## config.mk

```make
export PLATFORM = sky130hd
export DESIGN_NAME = key_autorepeat_accel
export DESIGN_NICKNAME = d
export VERILOG_FILES = /design/src/hw/rtl/kar_pkg.sv /design/src/hw/rtl/kar_cfg_regs.sv /design/src/hw/rtl/kar_core.sv /design/src/hw/rtl/key_autorepeat_accel.sv
export SDC_FILE = /design/constraint.sdc
export NUM_CORES = 1
export LEC_CHECK = 0
export BUFFER_PORTS_ARGS = -buffer_cell sky130_fd_sc_hd__buf_2
export CORE_MARGIN = 5
export CORE_UTILIZATION = 45
export DETAILED_ROUTE_END_ITERATION = 8
export PLACE_DENSITY = 0.65
export SETUP_SLACK_MARGIN = 0.05
export SLEW_MARGIN = 15
export SYNTH_ARGS = -nofsm -noshare
export SYNTH_HDL_FRONTEND = slang
export SYNTH_SLANG_ARGS = --single-unit
```

## constraint.sdc

```tcl
create_clock -name i_clk -period 8.4 [get_ports i_clk]
set_input_delay 1.68 -clock i_clk [delete_from_list [all_inputs] [get_ports i_clk]]
set_output_delay 1.68 -clock i_clk [all_outputs]
set_load 0.05 [all_outputs]
```

## src/hw/rtl/kar_pkg.sv

```systemverilog
// Shared types and constants for the key auto-repeat block
package kar_pkg;

    localparam int DELTA_BITS_DEF = 16;
    localparam int VAL_W          = 16;
    localparam int KIND_W         = 3;
    localparam int CFG_IDX_W      = 3;

    localparam logic OP_TICK = 1'b0;
    localparam logic OP_KEY  = 1'b1;

    localparam logic [KIND_W-1:0] KEY_OTHER = 3'd0;
    localparam logic [KIND_W-1:0] KEY_UP    = 3'd1;
    localparam logic [KIND_W-1:0] KEY_DOWN  = 3'd2;
    localparam logic [KIND_W-1:0] KEY_LEFT  = 3'd3;
    localparam logic [KIND_W-1:0] KEY_RIGHT = 3'd4;
    localparam logic [KIND_W-1:0] KEY_ENTER = 3'd5;
    localparam logic [KIND_W-1:0] KEY_BACK  = 3'd6;

    localparam logic [CFG_IDX_W-1:0] CFG_INITIAL_DELAY = 3'd0;
    localparam logic [CFG_IDX_W-1:0] CFG_REPEAT_IVL    = 3'd1;
    localparam logic [CFG_IDX_W-1:0] CFG_MIN_IVL       = 3'd2;
    localparam logic [CFG_IDX_W-1:0] CFG_ACCEL_STEP    = 3'd3;

    localparam logic [VAL_W-1:0] RST_INITIAL_DELAY = 16'd500;
    localparam logic [VAL_W-1:0] RST_REPEAT_IVL    = 16'd150;
    localparam logic [VAL_W-1:0] RST_MIN_IVL       = 16'd30;
    localparam logic [VAL_W-1:0] RST_ACCEL_STEP    = 16'd10;

    typedef struct packed {
        logic [VAL_W-1:0] initial_delay;
        logic [VAL_W-1:0] repeat_ivl;
        logic [VAL_W-1:0] min_ivl;
        logic [VAL_W-1:0] accel_step;
    } t_cfg;

    typedef struct packed {
        logic              op;
        logic [KIND_W-1:0] kind;
        logic [VAL_W-1:0]  param;
        logic              from_repeat;
    } t_key_item;

    typedef struct packed {
        logic [KIND_W-1:0] key;
        logic [VAL_W-1:0]  param;
    } t_result;

endpackage

```

## src/hw/rtl/kar_cfg_regs.sv

```systemverilog
// Configuration register file for the key auto-repeat block
module kar_cfg_regs (
    input  logic                          i_clk,
    input  logic                          i_rst_n,
    input  logic                          i_wr,
    input  logic [kar_pkg::CFG_IDX_W-1:0] i_index,
    input  logic [kar_pkg::VAL_W-1:0]     i_data,
    output kar_pkg::t_cfg                 o_cfg
);

    kar_pkg::t_cfg r_cfg;

    always_ff @(posedge i_clk) begin
        if (!i_rst_n) begin
            r_cfg.initial_delay <= kar_pkg::RST_INITIAL_DELAY;
            r_cfg.repeat_ivl    <= kar_pkg::RST_REPEAT_IVL;
            r_cfg.min_ivl       <= kar_pkg::RST_MIN_IVL;
            r_cfg.accel_step    <= kar_pkg::RST_ACCEL_STEP;
        end else if (i_wr) begin
            case (i_index)
                kar_pkg::CFG_INITIAL_DELAY: r_cfg.initial_delay <= i_data;
                kar_pkg::CFG_REPEAT_IVL:    r_cfg.repeat_ivl    <= i_data;
                kar_pkg::CFG_MIN_IVL:       r_cfg.min_ivl       <= i_data;
                kar_pkg::CFG_ACCEL_STEP:    r_cfg.accel_step    <= i_data;
                default: ;
            endcase
        end
    end

    assign o_cfg = r_cfg;

endmodule

```

## src/hw/rtl/kar_core.sv

```systemverilog
// Repeat state and single-pass tick/key update logic
module kar_core #(
    parameter int DELTA_BITS = kar_pkg::DELTA_BITS_DEF
) (
    input  logic                  i_clk,
    input  logic                  i_rst_n,
    input  logic                  i_go,
    input  kar_pkg::t_key_item    i_item,
    input  logic [DELTA_BITS-1:0] i_delta,
    input  kar_pkg::t_cfg         i_cfg,
    output logic                  o_fire,
    output kar_pkg::t_result      o_result
);

    localparam int SUM_W = ((DELTA_BITS > kar_pkg::VAL_W) ? DELTA_BITS : kar_pkg::VAL_W) + 1;

    logic                          r_armed, n_armed;
    logic [kar_pkg::KIND_W-1:0]    r_key, n_key;
    logic [kar_pkg::VAL_W-1:0]     r_param, n_param;
    logic [kar_pkg::VAL_W-1:0]     r_elapsed, n_elapsed;
    logic [kar_pkg::VAL_W-1:0]     r_ivl, n_ivl;
    logic                          r_once, n_once;

    logic [SUM_W-1:0]              sum;
    logic [kar_pkg::VAL_W:0]       floor_sum;
    logic [kar_pkg::VAL_W-1:0]     accel_ivl;
    logic                          is_tick;

    assign is_tick   = (i_item.op == kar_pkg::OP_TICK);
    assign sum       = SUM_W'(r_elapsed) + SUM_W'(i_delta);
    assign o_fire    = is_tick && r_armed && (sum >= SUM_W'(r_ivl));
    assign floor_sum = {1'b0, i_cfg.min_ivl} + {1'b0, i_cfg.accel_step};

    // shrink by one step, clamped at the floor; at or below floor stays put
    always_comb begin
        accel_ivl = r_ivl;
        if (r_ivl > i_cfg.min_ivl) begin
            if ({1'b0, r_ivl} >= floor_sum) begin
                accel_ivl = r_ivl - i_cfg.accel_step;
            end else begin
                accel_ivl = i_cfg.min_ivl;
            end
        end
    end

    always_comb begin
        n_armed   = r_armed;
        n_key     = r_key;
        n_param   = r_param;
        n_elapsed = r_elapsed;
        n_ivl     = r_ivl;
        n_once    = r_once;
        if (!is_tick) begin
            if (!i_item.from_repeat) begin
                if (i_item.kind inside {kar_pkg::KEY_UP, kar_pkg::KEY_DOWN,
                                        kar_pkg::KEY_LEFT, kar_pkg::KEY_RIGHT}) begin
                    n_armed   = 1'b1;
                    n_key     = i_item.kind;
                    n_param   = i_item.param;
                    n_elapsed = '0;
                    n_ivl     = i_cfg.initial_delay;
                    n_once    = 1'b0;
                end else if (i_item.kind inside {kar_pkg::KEY_ENTER, kar_pkg::KEY_BACK}) begin
                    n_armed = 1'b0;
                    n_key   = kar_pkg::KEY_OTHER;
                end
            end
        end else if (r_armed) begin
            if (o_fire) begin
                n_elapsed = '0;
                n_once    = 1'b1;
                n_ivl     = r_once ? accel_ivl : i_cfg.repeat_ivl;
            end else begin
                n_elapsed = sum[kar_pkg::VAL_W-1:0];
            end
        end
    end

    always_ff @(posedge i_clk) begin
        if (!i_rst_n) begin
            r_armed   <= 1'b0;
            r_key     <= kar_pkg::KEY_OTHER;
            r_elapsed <= '0;
            r_ivl     <= '0;
            r_once    <= 1'b0;
        end else if (i_go) begin
            r_armed   <= n_armed;
            r_key     <= n_key;
            r_elapsed <= n_elapsed;
            r_ivl     <= n_ivl;
            r_once    <= n_once;
        end
    end

    always_ff @(posedge i_clk) begin
        if (i_go) begin
            r_param <= n_param;
        end
    end

    assign o_result.key   = r_key;
    assign o_result.param = r_param;

endmodule

```

## src/hw/rtl/key_autorepeat_accel.sv

```systemverilog
// Key auto-repeat generator with interval acceleration, top level
//
// Input channel (valid/stall): one beat is a tick (op 0, tick_ms) or a key
// event (op 1, key_kind, key_param, from_repeat). A direction press arms the
// repeater, enter/back disarm it, ticks advance elapsed time.
// Output channel (valid/stall): one beat per fired repeat, carrying the held
// direction and its parameter. A tick fires at most one repeat.
// Config channel (valid/ready, always ready): index 0..3 selects initial
// delay, repeat interval, minimum interval, acceleration step; other indexes
// are dropped.
// A beat is registered on acceptance and processed from the input register
// once go is set; a firing tick then loads the output register (o_out_valid).
// Throughput: one beat per cycle unless stalled; the state update is one add,
// one compare and the interval clamp between the input register and the state
// registers. A stalled output holds its beat; beats that fire nothing keep
// flowing, and the input stalls only when a firing tick meets a full, stalled
// output. Reset (synchronous, active low) disarms, empties both registers and
// loads the default config values.
module key_autorepeat_accel #(
    parameter int DELTA_BITS = kar_pkg::DELTA_BITS_DEF
) (
    input  logic                          i_clk,
    input  logic                          i_rst_n,
    input  logic                          i_in_valid,
    output logic                          o_in_stall,
    input  logic                          i_op,
    input  logic [kar_pkg::KIND_W-1:0]    i_key_kind,
    input  logic [kar_pkg::VAL_W-1:0]     i_key_param,
    input  logic                          i_from_repeat,
    input  logic [DELTA_BITS-1:0]         i_tick_ms,
    output logic                          o_out_valid,
    input  logic                          i_out_stall,
    output logic [kar_pkg::KIND_W-1:0]    o_repeat_key,
    output logic [kar_pkg::VAL_W-1:0]     o_repeat_param,
    input  logic                          i_cfg_valid,
    output logic                          o_cfg_ready,
    input  logic [kar_pkg::CFG_IDX_W-1:0] i_cfg_index,
    input  logic [kar_pkg::VAL_W-1:0]     i_cfg_data
);

    kar_pkg::t_cfg      cfg;
    kar_pkg::t_key_item r_item;
    logic [DELTA_BITS-1:0] r_delta;
    logic               r_in_vld;
    logic               r_out_vld;
    kar_pkg::t_result   r_out;
    kar_pkg::t_result   result;
    logic               fire;
    logic               go;
    logic               accept;

    assign o_cfg_ready = 1'b1;

    kar_cfg_regs u_cfg (
        .i_clk   (i_clk),
        .i_rst_n (i_rst_n),
        .i_wr    (i_cfg_valid && o_cfg_ready),
        .i_index (i_cfg_index),
        .i_data  (i_cfg_data),
        .o_cfg   (cfg)
    );

    kar_core #(.DELTA_BITS(DELTA_BITS)) u_core (
        .i_clk    (i_clk),
        .i_rst_n  (i_rst_n),
        .i_go     (go),
        .i_item   (r_item),
        .i_delta  (r_delta),
        .i_cfg    (cfg),
        .o_fire   (fire),
        .o_result (result)
    );

    assign go         = r_in_vld && (!fire || !r_out_vld || !i_out_stall);
    assign o_in_stall = r_in_vld && !go;
    assign accept     = i_in_valid && !o_in_stall;

    always_ff @(posedge i_clk) begin
        if (!i_rst_n) begin
            r_in_vld <= 1'b0;
        end else if (accept) begin
            r_in_vld <= 1'b1;
        end else if (go) begin
            r_in_vld <= 1'b0;
        end
    end

    always_ff @(posedge i_clk) begin
        if (accept) begin
            r_item.op          <= i_op;
            r_item.kind        <= i_key_kind;
            r_item.param       <= i_key_param;
            r_item.from_repeat <= i_from_repeat;
            r_delta            <= i_tick_ms;
        end
    end

    always_ff @(posedge i_clk) begin
        if (!i_rst_n) begin
            r_out_vld <= 1'b0;
        end else if (go && fire) begin
            r_out_vld <= 1'b1;
        end else if (!i_out_stall) begin
            r_out_vld <= 1'b0;
        end
    end

    always_ff @(posedge i_clk) begin
        if (go && fire) begin
            r_out <= result;
        end
    end

    assign o_out_valid    = r_out_vld;
    assign o_repeat_key   = r_out.key;
    assign o_repeat_param = r_out.param;

endmodule

```

==> reports/qor_table.md <==
| Metric | This run | Unit |
| --- | --- | --- |
| Pin slew with the least headroom to its limit | 1150 | ps |
| Number of DRC markers in iteration 0 | 524 | - |
| Worst min-delay path category | flip-flop to flip-flop | - |
| Worst path most repeated cell | sky130_fd_sc_hd__ha_1 | - |
| Growth of design area from synthesis to finish | 13.3 | % |
| Diodes inserted | 0 | - |
| Core footprint | 21600 | um2 |
| Die Ht | 158 | um |
| Number of different library cells in the post-synthesis netlist | 64 | - |
| Mean Syn Cell Area | 9.14 | um2 |
| First-pass GRT wire length | 40900 | um |
| Sinks on Clock Net | 175 | - |
| Post-Route Skew | 20.0 | ps |
| Filler cells | 2011 | - |
| Power density over the cells | 177 | nW/um2 |
| Crit-path slowest cell | sky130_fd_sc_hd__or4_1 | - |
| Most used flip-flop cell after synthesis | sky130_fd_sc_hd__dfxtp_1 | - |
| Number of enable flip-flop cells after synthesis | 72 | - |
| Count of antenna-violating nets left after detailed routing | 0 | - |
| Clock latency on the worst-skew pair | 440 | ps |
| Finish-stage setup viols | 0 | - |
| Net count of the mapped netlist | 1231 | - |
| Sequential area share after synthesis | 0.431 | - |
| Kind of capture point of the worst setup path | output port | - |
| Maximum level of the CTS H-tree | 4 | - |
| Sum of buffers and inverters on the critical path | 2 | - |
| Horizontal die dimension | 158 | um |
| Total detailed-routing wirelength | 25600 | um |
| Buffer count from post-CTS setup fixing | 0 | - |
| Clock Root Buffer | sky130_fd_sc_hd__clkbuf_16 | - |
| Avg WL per Cell | 17.9 | um |
| Starting Density | 0.453 | - |
| Worst hold-check slack | 416 | ps |
| Category of the most critical setup path | flip-flop to output port | - |
| Leakage power | 4.49 | nW |
| Area taken by multi-input logic gates | 5170 | um2 |
| Number of max-cap violations | 0 | - |
| Count of hold-fix buffers inserted at cts | 0 | - |
| Vias per std cell | 5.59 | - |
| Remaining DRCs | 0 | - |
| Via count of the first global-routing pass | 7525 | - |
| Number of warnings issued by yosys | 0 | - |
| Final total negative setup slack | 0 | ps |
| Number of antenna violations at the first check in global routing | 0 | - |
| Worst-case clock buffer depth | 2 | - |
| CTS tree | yes | - |
| Worst setup slack before clock tree synthesis | 2530 | ps |
| Share of the clock period used by the worst path after layout | 0.754 | - |
| Status | completed | - |
| Startpoint class of the critical path | flip-flop | - |
| Pin count of the biggest net entering global routing | 61 | - |
| Die area | 24800 | um2 |
| Resized Gates After CTS | 0 | - |
| Final core occ | 0.514 | - |
| DPL Wire Length | 18800 | um |
| IO Port Bufs | 81 | - |
| Mapped Area | 9800 | um2 |
| Number of nets in the final layout | 1296 | - |
| Post-synthesis instance total | 1072 | - |
| Crit path max fanout | 6 | - |
| Sequential cell area | 4220 | um2 |
| Vias post-DR | 7997 | - |
| Share of cells above drive strength 1 | 0.130 | - |
| First-pass iteration count of the detailed router | 5 | - |
| Headroom to the max-slew limit | 0.232 | - |
| Worst-path cell chain | ha_1 -> inv_1 -> fa_1 -> nor2b_1 -> o31ai_1 -> a211oi_1 -> nand2b_1 -> o41ai_1 -> xnor2_1 -> ha_1 -> o21a_1 -> o21ai_0 -> or4_1 -> o221ai_1 -> a31o_4 -> nand2_1 -> nor2_1 -> buf_2 | - |
| Total track usage | 0.210 | - |
| Seq cells post-synth | 175 | - |
| Final hold violation count | 0 | - |
| Crit-path leading delay family | compound AO/OA/AOI/OAI gates | - |
| FP Rows | 54 | - |
| IO Pins | 83 | - |
| Time the worst path needs with I/O delays and setup | 6340 | ps |
| Achievable Freq | 158 | MHz |
| Proportion of register bits with asynchronous set or reset after synthesis | 0 | - |
| Delay of the slowest critical-path stage | 520 | ps |
| Weighted congestion reported at the end of routability-driven placement | 0.940 | - |
| Required arrival time at the worst endpoint | 6720 | ps |
| Crit path setup slack, layout | 2060 | ps |
| Worst VDD drop | 131 | uV |
| RSZ-0062 raised after global routing | false | - |
| TritonCTS Buffers | 17 | - |
| Max-slew violation total from the final report | 0 | - |
| Worst-path clk slew | 90 | ps |
| Global-route congestion overflow total | 0 | - |
| Worst EP arrival | 4660 | ps |
-- registers in the layout, summed over array words and instances, names as in the netlist --
signal,flops
u_cfg.o_cfg,64
u_core.r_elapsed,16
o_repeat_param,16
o_out_valid,1
u_core.r_ivl,16
u_core.r_once,1
r_item,21
r_delta,16
r_in_vld,1
u_core.r_param,16
u_core.r_key,3
o_repeat_key,3
u_core.r_armed,1
-- routing by layer --
metal | wire length [um] | track usage | share of wire
met1 | 12400 | 0.312 | 0.49
met2 | 11500 | 0.317 | 0.45
met3 | 1230 | 0.0372 | 0.048
met4 | 451 | 0.0524 | 0.018
met5 | 0 | 0 | 0
-- cells in the mapped netlist, types with 3 or more instances --
master | count | share of area
sky130_fd_sc_hd__xnor2_1 | 19 | 0.017
sky130_fd_sc_hd__or2_2 | 4 | 0.0026
sky130_fd_sc_hd__o311ai_0 | 6 | 0.0054
sky130_fd_sc_hd__buf_2 | 3 | 0.0015
sky130_fd_sc_hd__and2_1 | 3 | 0.0019
sky130_fd_sc_hd__o21bai_1 | 6 | 0.0046
sky130_fd_sc_hd__xor2_1 | 19 | 0.017
sky130_fd_sc_hd__nand3b_1 | 3 | 0.0023
sky130_fd_sc_hd__dfxtp_1 | 103 | 0.21
sky130_fd_sc_hd__nor2b_1 | 9 | 0.0057
sky130_fd_sc_hd__and3_1 | 20 | 0.013
sky130_fd_sc_hd__nor3_1 | 18 | 0.0092
sky130_fd_sc_hd__edfxtp_1 | 72 | 0.22
sky130_fd_sc_hd__nor4_1 | 3 | 0.0019
sky130_fd_sc_hd__a311oi_1 | 13 | 0.012
sky130_fd_sc_hd__inv_1 | 67 | 0.026
sky130_fd_sc_hd__ha_1 | 95 | 0.12
sky130_fd_sc_hd__a21oi_1 | 115 | 0.059
sky130_fd_sc_hd__or4_1 | 4 | 0.0031
sky130_fd_sc_hd__o21ai_0 | 38 | 0.019
sky130_fd_sc_hd__nand4_1 | 12 | 0.0077
sky130_fd_sc_hd__o211ai_1 | 11 | 0.0084
sky130_fd_sc_hd__nand3_1 | 35 | 0.018
sky130_fd_sc_hd__nand2b_1 | 9 | 0.0057
sky130_fd_sc_hd__a31oi_1 | 21 | 0.013
sky130_fd_sc_hd__a211o_1 | 3 | 0.0027
sky130_fd_sc_hd__nand2_1 | 172 | 0.066
sky130_fd_sc_hd__clkbuf_1 | 37 | 0.014
sky130_fd_sc_hd__a211oi_1 | 12 | 0.0092
sky130_fd_sc_hd__o31ai_1 | 7 | 0.0054
sky130_fd_sc_hd__nor2_1 | 45 | 0.017
sky130_fd_sc_hd__fa_1 | 3 | 0.0061
sky130_fd_sc_hd__a21o_1 | 23 | 0.018
sky130_fd_sc_hd__or3_1 | 9 | 0.0057
sky130_fd_sc_hd__o21a_1 | 12 | 0.0092
-- final cells by class --
type / count / share of cell area
Clock buffer: 17 / 0.0383
Clock inverter: 15 / 0.0188
Inverter: 67 / 0.0226
Multi-Input combinational cell: 786 / 0.466
Sequential cell: 175 / 0.380
Tap cell: 280 / 0.0315
Timing Repair Buffer: 90 / 0.0426
-- worst register-to-register path, delay by kind of cell (launching register included) --
kind	cells	cell delay, ps
AO/OA/AOI/OAI	11	2320
AND/OR/NAND/NOR	2	1180
adder cells (fa/ha/maj)	3	880
flip-flops	1	350
XOR/XNOR	1	220
buffers and inverters	1	60
-- worst paths after layout --
check	from	endpoint	slack, ps	cells after the start
worst min register to register	u_core.r_param[4]	o_repeat_param[4]	420	0
worst min-delay path	u_core.r_param[4]	o_repeat_param[4]	420	0
worst max register to register	r_delta[0]	u_core.r_ivl[4]	3230	18
worst max-delay path	r_delta[0]	o_in_stall	2060	18
-- report_power, final --
| part | internal [mW] | switching [mW] | total [mW] |
|---|---|---|---|
| registers | 0.905 | 0.0146 | 0.920 |
| logic | 0.0791 | 0.129 | 0.208 |
| clock network | 0.420 | 0.422 | 0.841 |
-- placed cells by master, fill, tap and decap left out, types with 4 or more instances in the layout --
cell and n:
sky130_fd_sc_hd__inv_8 4, sky130_fd_sc_hd__nand4_1 12, sky130_fd_sc_hd__o311ai_0 6, sky130_fd_sc_hd__edfxtp_1 72, sky130_fd_sc_hd__nand2_1 172, sky130_fd_sc_hd__or3_1 9, sky130_fd_sc_hd__o21a_1 12, sky130_fd_sc_hd__nor3_1 17
sky130_fd_sc_hd__o21ai_0 37, sky130_fd_sc_hd__and3_1 20, sky130_fd_sc_hd__nand3_1 35, sky130_fd_sc_hd__a21oi_1 114, sky130_fd_sc_hd__nand2b_1 9, sky130_fd_sc_hd__buf_4 9, sky130_fd_sc_hd__xor2_1 19, sky130_fd_sc_hd__clkbuf_16 17
sky130_fd_sc_hd__o21bai_1 6, sky130_fd_sc_hd__dfxtp_1 103, sky130_fd_sc_hd__buf_2 81, sky130_fd_sc_hd__a31oi_1 21, sky130_fd_sc_hd__a211oi_1 11, sky130_fd_sc_hd__or4_1 4, sky130_fd_sc_hd__o31ai_1 7, sky130_fd_sc_hd__or2_2 4
sky130_fd_sc_hd__xnor2_1 19, sky130_fd_sc_hd__ha_1 95, sky130_fd_sc_hd__a21o_1 23, sky130_fd_sc_hd__inv_1 66, sky130_fd_sc_hd__nor2_1 44, sky130_fd_sc_hd__nor2b_1 8, sky130_fd_sc_hd__inv_12 6, sky130_fd_sc_hd__o211ai_1 11
sky130_fd_sc_hd__a311oi_1 13
-- cells by family (layout without fill, tap and decap cells) --
kind of cell	count (synthesis)	count (layout)	share of synthesized area
AND/OR/NAND/NOR	353	353	0.168
buffers and inverters	111	189	0.0440
other	1	1	0.000383
flip-flops	175	175	0.431
XOR/XNOR	38	38	0.0340
AO/OA/AOI/OAI	296	296	0.196
adder cells (fa/ha/maj)	98	98	0.127
-- metrics by stage --
stage	area, um2	power [mW]	std cells
after floorplan	9800	1.08	1072
after global placement	10500	1.14	1398
after detailed placement	10500	1.14	1398
after CTS	11100	1.98	1430
after global routing	11100	2.05	1430
final	11100	1.97	1430
(Power assumes the default switching activity.)
